===== config.mk =====
export PLATFORM = sky130hd
export DESIGN_NAME = pctc_out_reg_flat
export DESIGN_NICKNAME = d
export VERILOG_FILES = /design/src/rtl/pctc_pkg.sv /design/src/rtl/pctc_out_if.sv /design/src/rtl/pctc_out_reg.sv /design/src/flat_wrapper.sv
export SDC_FILE = /design/constraint.sdc
export NUM_CORES = 1
export LEC_CHECK = 0
export ABC_AREA = 1
export BUFFER_PORTS_ARGS = -buffer_cell sky130_fd_sc_hd__buf_2
export CAP_MARGIN = 10
export CORE_AREA = 2 2 39 41
export CTS_BUF_LIST = sky130_fd_sc_hd__clkbuf_2
export DETAILED_ROUTE_END_ITERATION = 7
export DIE_AREA = 0 0 41 43
export GPL_ROUTABILITY_DRIVEN = 0
export SLEW_MARGIN = 20
export SYNTH_ARGS = -nofsm -noshare
export SYNTH_HDL_FRONTEND = slang
export SYNTH_SLANG_ARGS = --single-unit

===== constraint.sdc =====
create_clock -name i_clk -period 1.95 [get_ports i_clk]
set_clock_uncertainty 0.2 [all_clocks]
set_input_delay 0 -clock i_clk [delete_from_list [all_inputs] [get_ports i_clk]]
set_output_delay 0 -clock i_clk [all_outputs]
set_load 0.01 [all_outputs]

===== src/rtl/pctc_pkg.sv =====
// shared types and constants for the prefix code table codec
package pctc_pkg;
    localparam int REQ_W  = 3;
    localparam int SYM_W  = 8;
    localparam int LEN_W  = 6;
    localparam int CODE_W = 32;
    localparam int KIND_W = 2;

    localparam logic [REQ_W-1:0] REQ_LOAD    = 3'd0;
    localparam logic [REQ_W-1:0] REQ_ENCODE  = 3'd1;
    localparam logic [REQ_W-1:0] REQ_FLUSH   = 3'd2;
    localparam logic [REQ_W-1:0] REQ_DECODE  = 3'd3;
    localparam logic [REQ_W-1:0] REQ_RESTART = 3'd4;

    localparam logic [KIND_W-1:0] KIND_BYTE  = 2'd0;
    localparam logic [KIND_W-1:0] KIND_SYM   = 2'd1;
    localparam logic [KIND_W-1:0] KIND_ERROR = 2'd2;

    typedef struct packed {
        logic [KIND_W-1:0] out_kind;
        logic [SYM_W-1:0]  out_value;
        logic              last;
    } t_res;
endpackage


===== src/rtl/pctc_out_if.sv =====
// result channel interface
interface pctc_out_if;
    import pctc_pkg::*;
    logic              valid;
    logic              ready;
    logic [KIND_W-1:0] out_kind;
    logic [SYM_W-1:0]  out_value;
    logic              last;
    modport source (output valid, out_kind, out_value, last, input ready);
    modport sink (input valid, out_kind, out_value, last, output ready);
endinterface


===== src/rtl/pctc_out_reg.sv =====
// output register stage for result beats
module pctc_out_reg (
    input  logic           i_clk,
    input  logic           i_rst_n,
    input  logic           i_valid,
    input  pctc_pkg::t_res i_res,
    output logic           o_ready,
    pctc_out_if.source     o_res
);
    import pctc_pkg::*;

    logic r_valid;
    t_res r_res;

    assign o_ready         = !r_valid || o_res.ready;
    assign o_res.valid     = r_valid;
    assign o_res.out_kind  = r_res.out_kind;
    assign o_res.out_value = r_res.out_value;
    assign o_res.last      = r_res.last;

    always_ff @(posedge i_clk) begin
        if (!i_rst_n) begin
            r_valid <= 1'b0;
        end else if (o_ready) begin
            r_valid <= i_valid;
            if (i_valid) begin
                r_res <= i_res;
            end
        end
    end
endmodule


===== src/flat_wrapper.sv =====
// flat-port wrapper written by rule: the top's interface ports become plain ports
module pctc_out_reg_flat import pctc_pkg::*;
  (i_clk, i_rst_n, i_valid, i_res, o_ready, o_res_valid, o_res_out_kind, o_res_out_value, o_res_last, o_res_ready);
  pctc_out_if o_res_i ();
  input  logic i_clk;
  input  logic i_rst_n;
  input  logic i_valid;
  input  pctc_pkg::t_res i_res;
  output logic o_ready;
  output wire logic [$bits(o_res_i.valid)-1:0] o_res_valid;
  output wire logic [$bits(o_res_i.out_kind)-1:0] o_res_out_kind;
  output wire logic [$bits(o_res_i.out_value)-1:0] o_res_out_value;
  output wire logic [$bits(o_res_i.last)-1:0] o_res_last;
  input wire logic [$bits(o_res_i.ready)-1:0] o_res_ready;
  assign o_res_valid = o_res_i.valid;
  assign o_res_out_kind = o_res_i.out_kind;
  assign o_res_out_value = o_res_i.out_value;
  assign o_res_last = o_res_i.last;
  assign o_res_i.ready = o_res_ready;
  pctc_out_reg u_core (.i_clk(i_clk), .i_rst_n(i_rst_n), .i_valid(i_valid), .i_res(i_res), .o_ready(o_ready), .o_res(o_res_i));
endmodule

==> results of run 1 <==
## worst max path at each step
stage / start / to / slack, ns / cells past startpoint
finish: i_valid / u_core.o_res.valid / 0.05 / 6
floorplan: u_core.o_res.valid / u_core.o_res.last / 0.64 / 1
detailed placement: u_core.o_res.valid / u_core.o_res.last / 0.57 / 1
CTS: i_valid / u_core.o_res.valid / 0.07 / 6
global route: i_valid / u_core.o_res.valid / 0.02 / 6
global placement: u_core.o_res.valid / u_core.o_res.last / 0.60 / 1
## cells by family after synthesis
logic type / synth area share (%)
flip-flops: 92.4
AND/OR/NAND/NOR: 4.29
buffers and inverters: 0.989
AO/OA/AOI/OAI: 2.31
## cell type report
| class | count | area, um2 | area share, % |
|---|---|---|---|
| repair buffers | 41 | 275 | 39.7 |
| flip-flops and latches | 12 | 350 | 50.5 |
| clock buffers | 3 | 15.0 | 2.17 |
| inverters | 1 | 3.75 | 0.542 |
| well taps | 16 | 20.0 | 2.89 |
| multi-input cells | 5 | 25.0 | 3.61 |
| clock inverters | 1 | 3.75 | 0.542 |
## flip-flops by register name, indices dropped and copies added, names as in the netlist
register and count:
u_core.o_res.valid 1, u_core.o_res.last 1, u_core.o_res.out_kind 2, u_core.o_res.out_value 8
## metal layers
metal  track usage, %  routed length [um]  vias to the layer above
met5                0                   0                        -
met4             4.00                   0                        0
met3             6.81                  93                        0
met2             13.4                 325                       24
met1             8.68                 335                      123
li1                 -                   -                      157
## timing repair
| action | CTS | global route |
|---|---|---|
| buffers inserted | 0 | 0 |
| hold buffers | 14 | 0 |
| hold endpoints to repair | 12 | 0 |
## power by group through the flow
| stage | Combinational (uW) | Sequential (uW) | Clock, uW |
|---|---|---|---|
| 2_1_floorplan | 7.75 | 310 | 0 |
| 3_3_place_gp | 39.9 | 303 | 0 |
| 3_5_place_dp | 39.8 | 303 | 0 |
| 4_1_cts | 61.6 | 298 | 126 |
| 5_1_grt | 68.0 | 299 | 138 |
| 6_report | 61.7 | 298 | 120 |
## worst max-delay path: stages
cell	delay (ns)
sky130_fd_sc_hd__dlygate4sd3_1	0.53
sky130_fd_sc_hd__buf_2	0.12
sky130_fd_sc_hd__nand2_1	0.08
sky130_fd_sc_hd__dlygate4sd3_1	0.55
sky130_fd_sc_hd__nand2_1	0.05
sky130_fd_sc_hd__dlygate4sd3_1	0.54
## through the flow
stage	utilization, %	worst slack (ns)	instances
floorplan	-	0.638	18
global placement	38.6	0.598	61
detailed placement	38.6	0.573	61
CTS	50.1	0.0657	79
global route	50.1	0.0200	79
finish	50.1	0.0471	79
## cell usage in the layout, fill, tap and decap left out
cell,netlist,layout
sky130_fd_sc_hd__a21oi_2,1,1
sky130_fd_sc_hd__buf_2,0,27
sky130_fd_sc_hd__clkbuf_2,0,3
sky130_fd_sc_hd__clkinv_1,0,1
sky130_fd_sc_hd__dfxtp_1,1,1
sky130_fd_sc_hd__dlygate4sd3_1,0,14
sky130_fd_sc_hd__edfxtp_1,11,11
sky130_fd_sc_hd__inv_1,1,1
sky130_fd_sc_hd__nand2_1,3,3
sky130_fd_sc_hd__nand3_1,1,1
==> impl_summary.md, run 1 <==
Detailed routing
The routed length per instance is ~9.5 um. The count of antenna-violating nets left after detailed routing is 0. The first detailed-routing pass took 4 iterations. The residual DRC count is 0. After detailed routing, the number of vias per cell comes to 3.85. For this block, the via count after detailed routing is 304. The post-detailed-routing wire length is 753 um. The detailed router finished its first iteration with 5 violations.

Synth
Counting flops with a built-in enable in the synthesized netlist gives 11. The unique cell type count in the Yosys netlist is 6. The net count of the mapped netlist is 33.

The sequential-to-total area share from yosys stat is between 90% and 100%. The combined area of all synthesized cells is 379 um2. The most instantiated flip-flop cell in the synthesis netlist is sky130_fd_sc_hd__edfxtp_1. Ranked by total cell area, the synthesized netlist is headed by sky130_fd_sc_hd__edfxtp_1 87%, sky130_fd_sc_hd__dfxtp_1 5.3%, sky130_fd_sc_hd__nand2_1 3.0%, sky130_fd_sc_hd__a21oi_2 2.3%, sky130_fd_sc_hd__nand3_1 1.3%. Of all cell types, the one taking the most synthesized area is sky130_fd_sc_hd__edfxtp_1. The per-instance average area after synthesis is 21.1 um2. The total of flip-flops plus latches after synthesis is 12. Summed over its instances, the top area cell type makes up roughly 87% of the synthesized netlist area. Counting flops with an async set or reset pin after synthesis yields a share of 0%.

Synthesis produced 18 cells. In the post-synthesis netlist, the cell with the most instances is sky130_fd_sc_hd__edfxtp_1. By count the netlist is led by 11 x sky130_fd_sc_hd__edfxtp_1, 3 x sky130_fd_sc_hd__nand2_1.

The warning count from the yosys run is 0.

Outcome
The flow ran to the end, and the final reports show no timing, DRC or antenna violations.

Placement
The count of buffers inserted at the top-level ports is 27. After detailed placement, the total cell area comes to between 500 and 600 um2.

Power and ir drop
The leakage power is between 0.0003 and 0.0004 uW. The sequential group share of total power is 62.1%. Across the VDD grid, the largest voltage drop is 336 uV. Of the total power, combinational logic draws 12.9%. The clock network burns 25.0% of the power.

The cell-internal power is 376 uW. The total power is about 480 uW. The total power divided by cell area is between 600 and 700 nW/um2. Net switching is 21.4% of the power. Summed over all nets, the switching power comes to around 100 uW.

STA
Derived from the worst setup path, the maximum achievable clock frequency is ~0.53 GHz. The final critical path time including I/O delays and setup is 1.90 ns. The final period utilization is 97.6%. The remaining max-slew budget at the tightest pin is 62.1%. The final number of setup-violating endpoints is 0. For the pin with the worst max-slew slack, the measured transition is 0.569 ns.

The total count of max-transition violations in the final report came to 0. Setup total negative slack on the finished layout was measured at 0 ns. Final hold analysis gives a worst-case slack of 0.0306 ns. Setup repair after global routing left no endpoint under its margin. The number of hold violations in the final report is 0.

Layout
Relative to the synthesized area, the layout overhead comes to 82.8%. In the final layout, the share of cells above drive strength 1 is slightly below 50%. The cell area after layout is between 600 and 700 um2.

The repair_antennas step left the layout with diodes totalling 0. The net count of the finished layout is 79. After filler insertion, the fill cell instance count of the layout stands at 113.

Critical path
The critical path required time is about 1.9 ns. At the worst endpoint, the arrival time is 1.85 ns. The critical path in this run is classified as primary input to flip-flop.

The worst register-to-register path ends at u_core.o_res.last. The minimum setup slack among reg-to-reg paths is 0.58 ns. The startpoint type of the worst setup path is a primary input. STA classifies the critical path endpoint as a flip-flop. The worst register-to-register path has a depth of 1. The source of the worst register-to-register timing path is u_core.o_res.valid. Of all nets on the critical path, the largest fanout is 2.

Die
Row generation in the floorplan step produced 14 rows. For this design the top-level I/O count stands at 28. Measured along the x axis, the die boundary spans roughly 40 um. The initial standard-cell utilization of the core is 27.4%.

The die is about 43 um tall. The overall die area is 1760 um2. The core region is 1380 um2.

Clock network
Clock tree synthesis found a total of 12 sinks. The cell sitting at the root of the clock tree is a sky130_fd_sc_hd__clkbuf_2. The count of instances resized after the clock tree is built is 0. TritonCTS created 3 clock buffers. The longest clock path from root to sink contains 2 buffers. TritonCTS built the clock tree.

In this run the number of H-tree levels came out at 1. The worst-skew pair later-pin latency is 0.25 ns. The post-CTS clock slew at the launch and capture registers of the worst setup and hold paths is between 0.1 and 0.15 ns.

Job
Across the run, the number of max-cap violations was 0.

Min path
The path with the worst hold slack has its endpoint at u_core.o_res.out_kind[0]. The tightest min-delay check is of the primary input to flip-flop type. The startpoint identified for the worst hold timing path is i_rst_n. The worst hold path was traced through 3 stages.

GRT
Global routing used 8.94% of the available tracks across all layers. The pin count of the biggest net entering global routing is 12. The number of global-route vias before repair is 261. The first global-routing pass estimated 972 um of wire. The total global routing overflow is 0.

The number of antenna violations at the first check in global routing is 0.
No activity file was read; power rests on OpenSTA's default activity.
==> inputs of run 2 (changes only) <==
--- a/config.mk
+++ b/config.mk
@@ -6,12 +6,12 @@
 export NUM_CORES = 1
 export LEC_CHECK = 0
 export ABC_AREA = 1
-export BUFFER_PORTS_ARGS = -buffer_cell sky130_fd_sc_hd__buf_2
 export CAP_MARGIN = 10
 export CORE_AREA = 2 2 39 41
 export CTS_BUF_LIST = sky130_fd_sc_hd__clkbuf_2
 export DETAILED_ROUTE_END_ITERATION = 7
 export DIE_AREA = 0 0 41 43
+export DONT_BUFFER_PORTS = 1
 export GPL_ROUTABILITY_DRIVEN = 0
 export SLEW_MARGIN = 20
 export SYNTH_ARGS = -nofsm -noshare
==> impl_summary.md, run 2 (same netlist as run 1, synthesis figures left out) <==
Die
The die is roughly 43 um tall. 28 I/O pins were placed. The placeable core region is 1380 um2. The die covers 1760 um2. The number of placement rows is 14.

From left edge to right edge, the die measures 41 um. The initial standard-cell utilization of the core is 27.4%.

Power and ir drop
The leakage power is between 0.0002 and 0.00025 uW. The net switching power is 95.6 uW. The cell-internal power is 370 uW. Sequential cells account for 65.5% of the total power. The total power divided by cell area is 818 nW/um2. The portion of total power attributed to combinational logic is 7.0%. The switching share of total power is 20.5%.

The clock network accounts for 27.5% of the total power. IR analysis of the VDD net gives a maximum drop of roughly 300 uV.

STA
The final period utilization is roughly three quarters. The number of hold violations in the final report was 0. The worst pin sits at a relative slew slack of about three fifths. The achievable clock frequency is around 0.70 GHz.

The setup TNS is 0 ns. The final worst setup slack is 0.518 ns. The worst path needs approximately 1.4 ns of the cycle, external delays included. Setup repair after global routing left no endpoint under its margin. Setup violations remaining at the end of the flow were counted as 0.

The slew at the pin closest to its max-slew limit is approximately 0.57 ns. The total count of max-transition violations in the final report is 0.

Clock network
The CTS buffer count is 3. CTS placed an instance of sky130_fd_sc_hd__clkbuf_2 at the clock tree root. Clock-pin slew was measured on the worst setup and hold paths at roughly 0.11 ns. The buffer count from post-CTS setup fixing is 0. The clock tree buffer depth is 2. The tree built by TritonCTS fans out to 12 sinks. TritonCTS built the clock tree.

The CTS H-tree depth is 1. The worst-skew pair later-pin latency is 0.24 ns.

Outcome
The flow ran to the end, and the final reports show no timing, DRC or antenna violations.

GRT
The number of antenna violations at the first check in global routing is 0. The number of global-route vias before repair was ~220. The pin count of the biggest net entering global routing is 12. Summed over all layers, the global routing overflow is 0.

The wire length of the first global-routing pass is 897 um. Global routing consumed, over all layers together, 8.78% of the routing resources.

Layout
The area growth from synthesis to final layout is 50.2%. The flip-flop count of the largest register, all copies and words added is 8. In the final layout, the share of cells above drive strength 1 is a little over an eighth.

In the layout the commonest cells are 15 x sky130_fd_sc_hd__dlygate4sd3_1, 11 x sky130_fd_sc_hd__edfxtp_1, 4 x sky130_fd_sc_hd__clkbuf_2. The repair_antennas step left the layout with diodes totalling 0. The final net count is 53.

The final standard cell count with taps included and fillers excluded is 53. The library cell used most frequently in the layout, excluding fill and tap cells, is sky130_fd_sc_hd__dlygate4sd3_1.

Min path
The path class of the tightest hold or removal check is primary input to flip-flop. The cell depth of the worst min-delay path is 1. The worst min-delay path startpoint is i_res[4]. The path with the worst hold slack has its endpoint at u_core.o_res.out_value[3].

Detailed routing
The count of nets left with antenna violations once routing finished came out at 0. The number of DRC violations after detailed-routing iteration 0 is 2. The via density per instance is 4.26. The routed layout has 226 vias. In the final routed layout, each cell accounts on average for 12.0 um. For this run, the detailed router's first-pass iteration total came to 2. The post-detailed-routing wire length is 636 um. For this run, design rule violations remaining after detail routing come to 0.

Critical path
The worst flop-to-flop path endpoint is u_core.o_res.out_value[2]. Data on the critical path arrives at its endpoint at 1.12 ns. The largest single stage delay on the critical path is 0.49 ns. The worst setup path is captured at a flip-flop.

The worst setup path is launched from a flip-flop. The kind of critical path is flip-flop to flip-flop. The worst register-to-register path has a setup slack of 0.52 ns. The startpoint identified for the worst register-to-register timing path is u_core.o_res.valid. Along the worst path, the maximum fanout reaches 11. The critical path goes through a21oi_2. Data on the critical path is required at its endpoint by 1.64 ns. The worst path buffer plus inverter count is 0. The library cell contributing the largest single delay on the critical path is sky130_fd_sc_hd__a21oi_2. The cell family contributing the most delay on the critical path is compound AO/OA/AOI/OAI gates. The depth of the worst register-to-register path is 1.

Job
Max-cap violations in this run came to 0.

Placement
The count of buffers inserted at the top-level ports is 0. OpenSTA, run right after detailed placement, puts the worst setup slack at approximately 0.53 ns. Once placement completed, the tool counted placed cells totaling 34.
[run 2: repair_timing]
item / in CTS / in global routing
resized for setup: 0 / 0
hold buffers: 15 / 0
hold endpoints to repair: 24 / 0
[run 2: worst max path at each step]
stage / startpoint / to / depth (start not counted)
3_5_place_dp: u_core.o_res.valid / u_core.o_res.out_value[2] / 1
6_report: u_core.o_res.valid / u_core.o_res.out_value[2] / 1
4_1_cts: u_core.o_res.valid / u_core.o_res.out_value[2] / 1
3_3_place_gp: u_core.o_res.valid / u_core.o_res.out_value[0] / 1
5_1_grt: u_core.o_res.valid / u_core.o_res.out_value[4] / 1
2_1_floorplan: u_core.o_res.valid / u_core.o_res.last / 1
[run 2: cell type report]
class / count / area (um2)
fill: 127 / 815
sequential: 12 / 350
timing repair buffer: 15 / 150
multi-input combinational: 5 / 25.0
clock buffer: 4 / 20.0
tap: 16 / 20.0
inverter: 1 / 3.75
[run 2: per-stage QoR]
stage / total power (uW) / area, um2 / util, % / hold WS [ns]
final: 466 / 569 / 41.1 / 0.158
after global routing: 499 / 569 / 41.1 / 0.131
after CTS: 480 / 569 / 41.1 / 0.128
after detailed placement: 321 / 399 / 28.8 / -0.101
after global placement: 320 / 399 / 28.8 / -0.101
after floorplan: 318 / 379 / - / -0.101
[run 2: power by group through the flow]
stage | combinational, uW | sequential, uW | clock [uW]
3_3_place_gp | 8.75 | 311 | 0
3_5_place_dp | 9.19 | 312 | 0
6_report | 32.4 | 305 | 128
4_1_cts | 32.8 | 306 | 141
2_1_floorplan | 7.75 | 310 | 0
5_1_grt | 36.4 | 307 | 156
[run 2: layer usage]
layer	track usage [%]	part of all wire [%]	vias up	wire, um
met3	7.85	12	0	79
met4	6.00	0	0	0
met5	0	0	-	0
met1	6.78	41	98	259
li1	-	-	103	-
met2	13.1	47	25	297
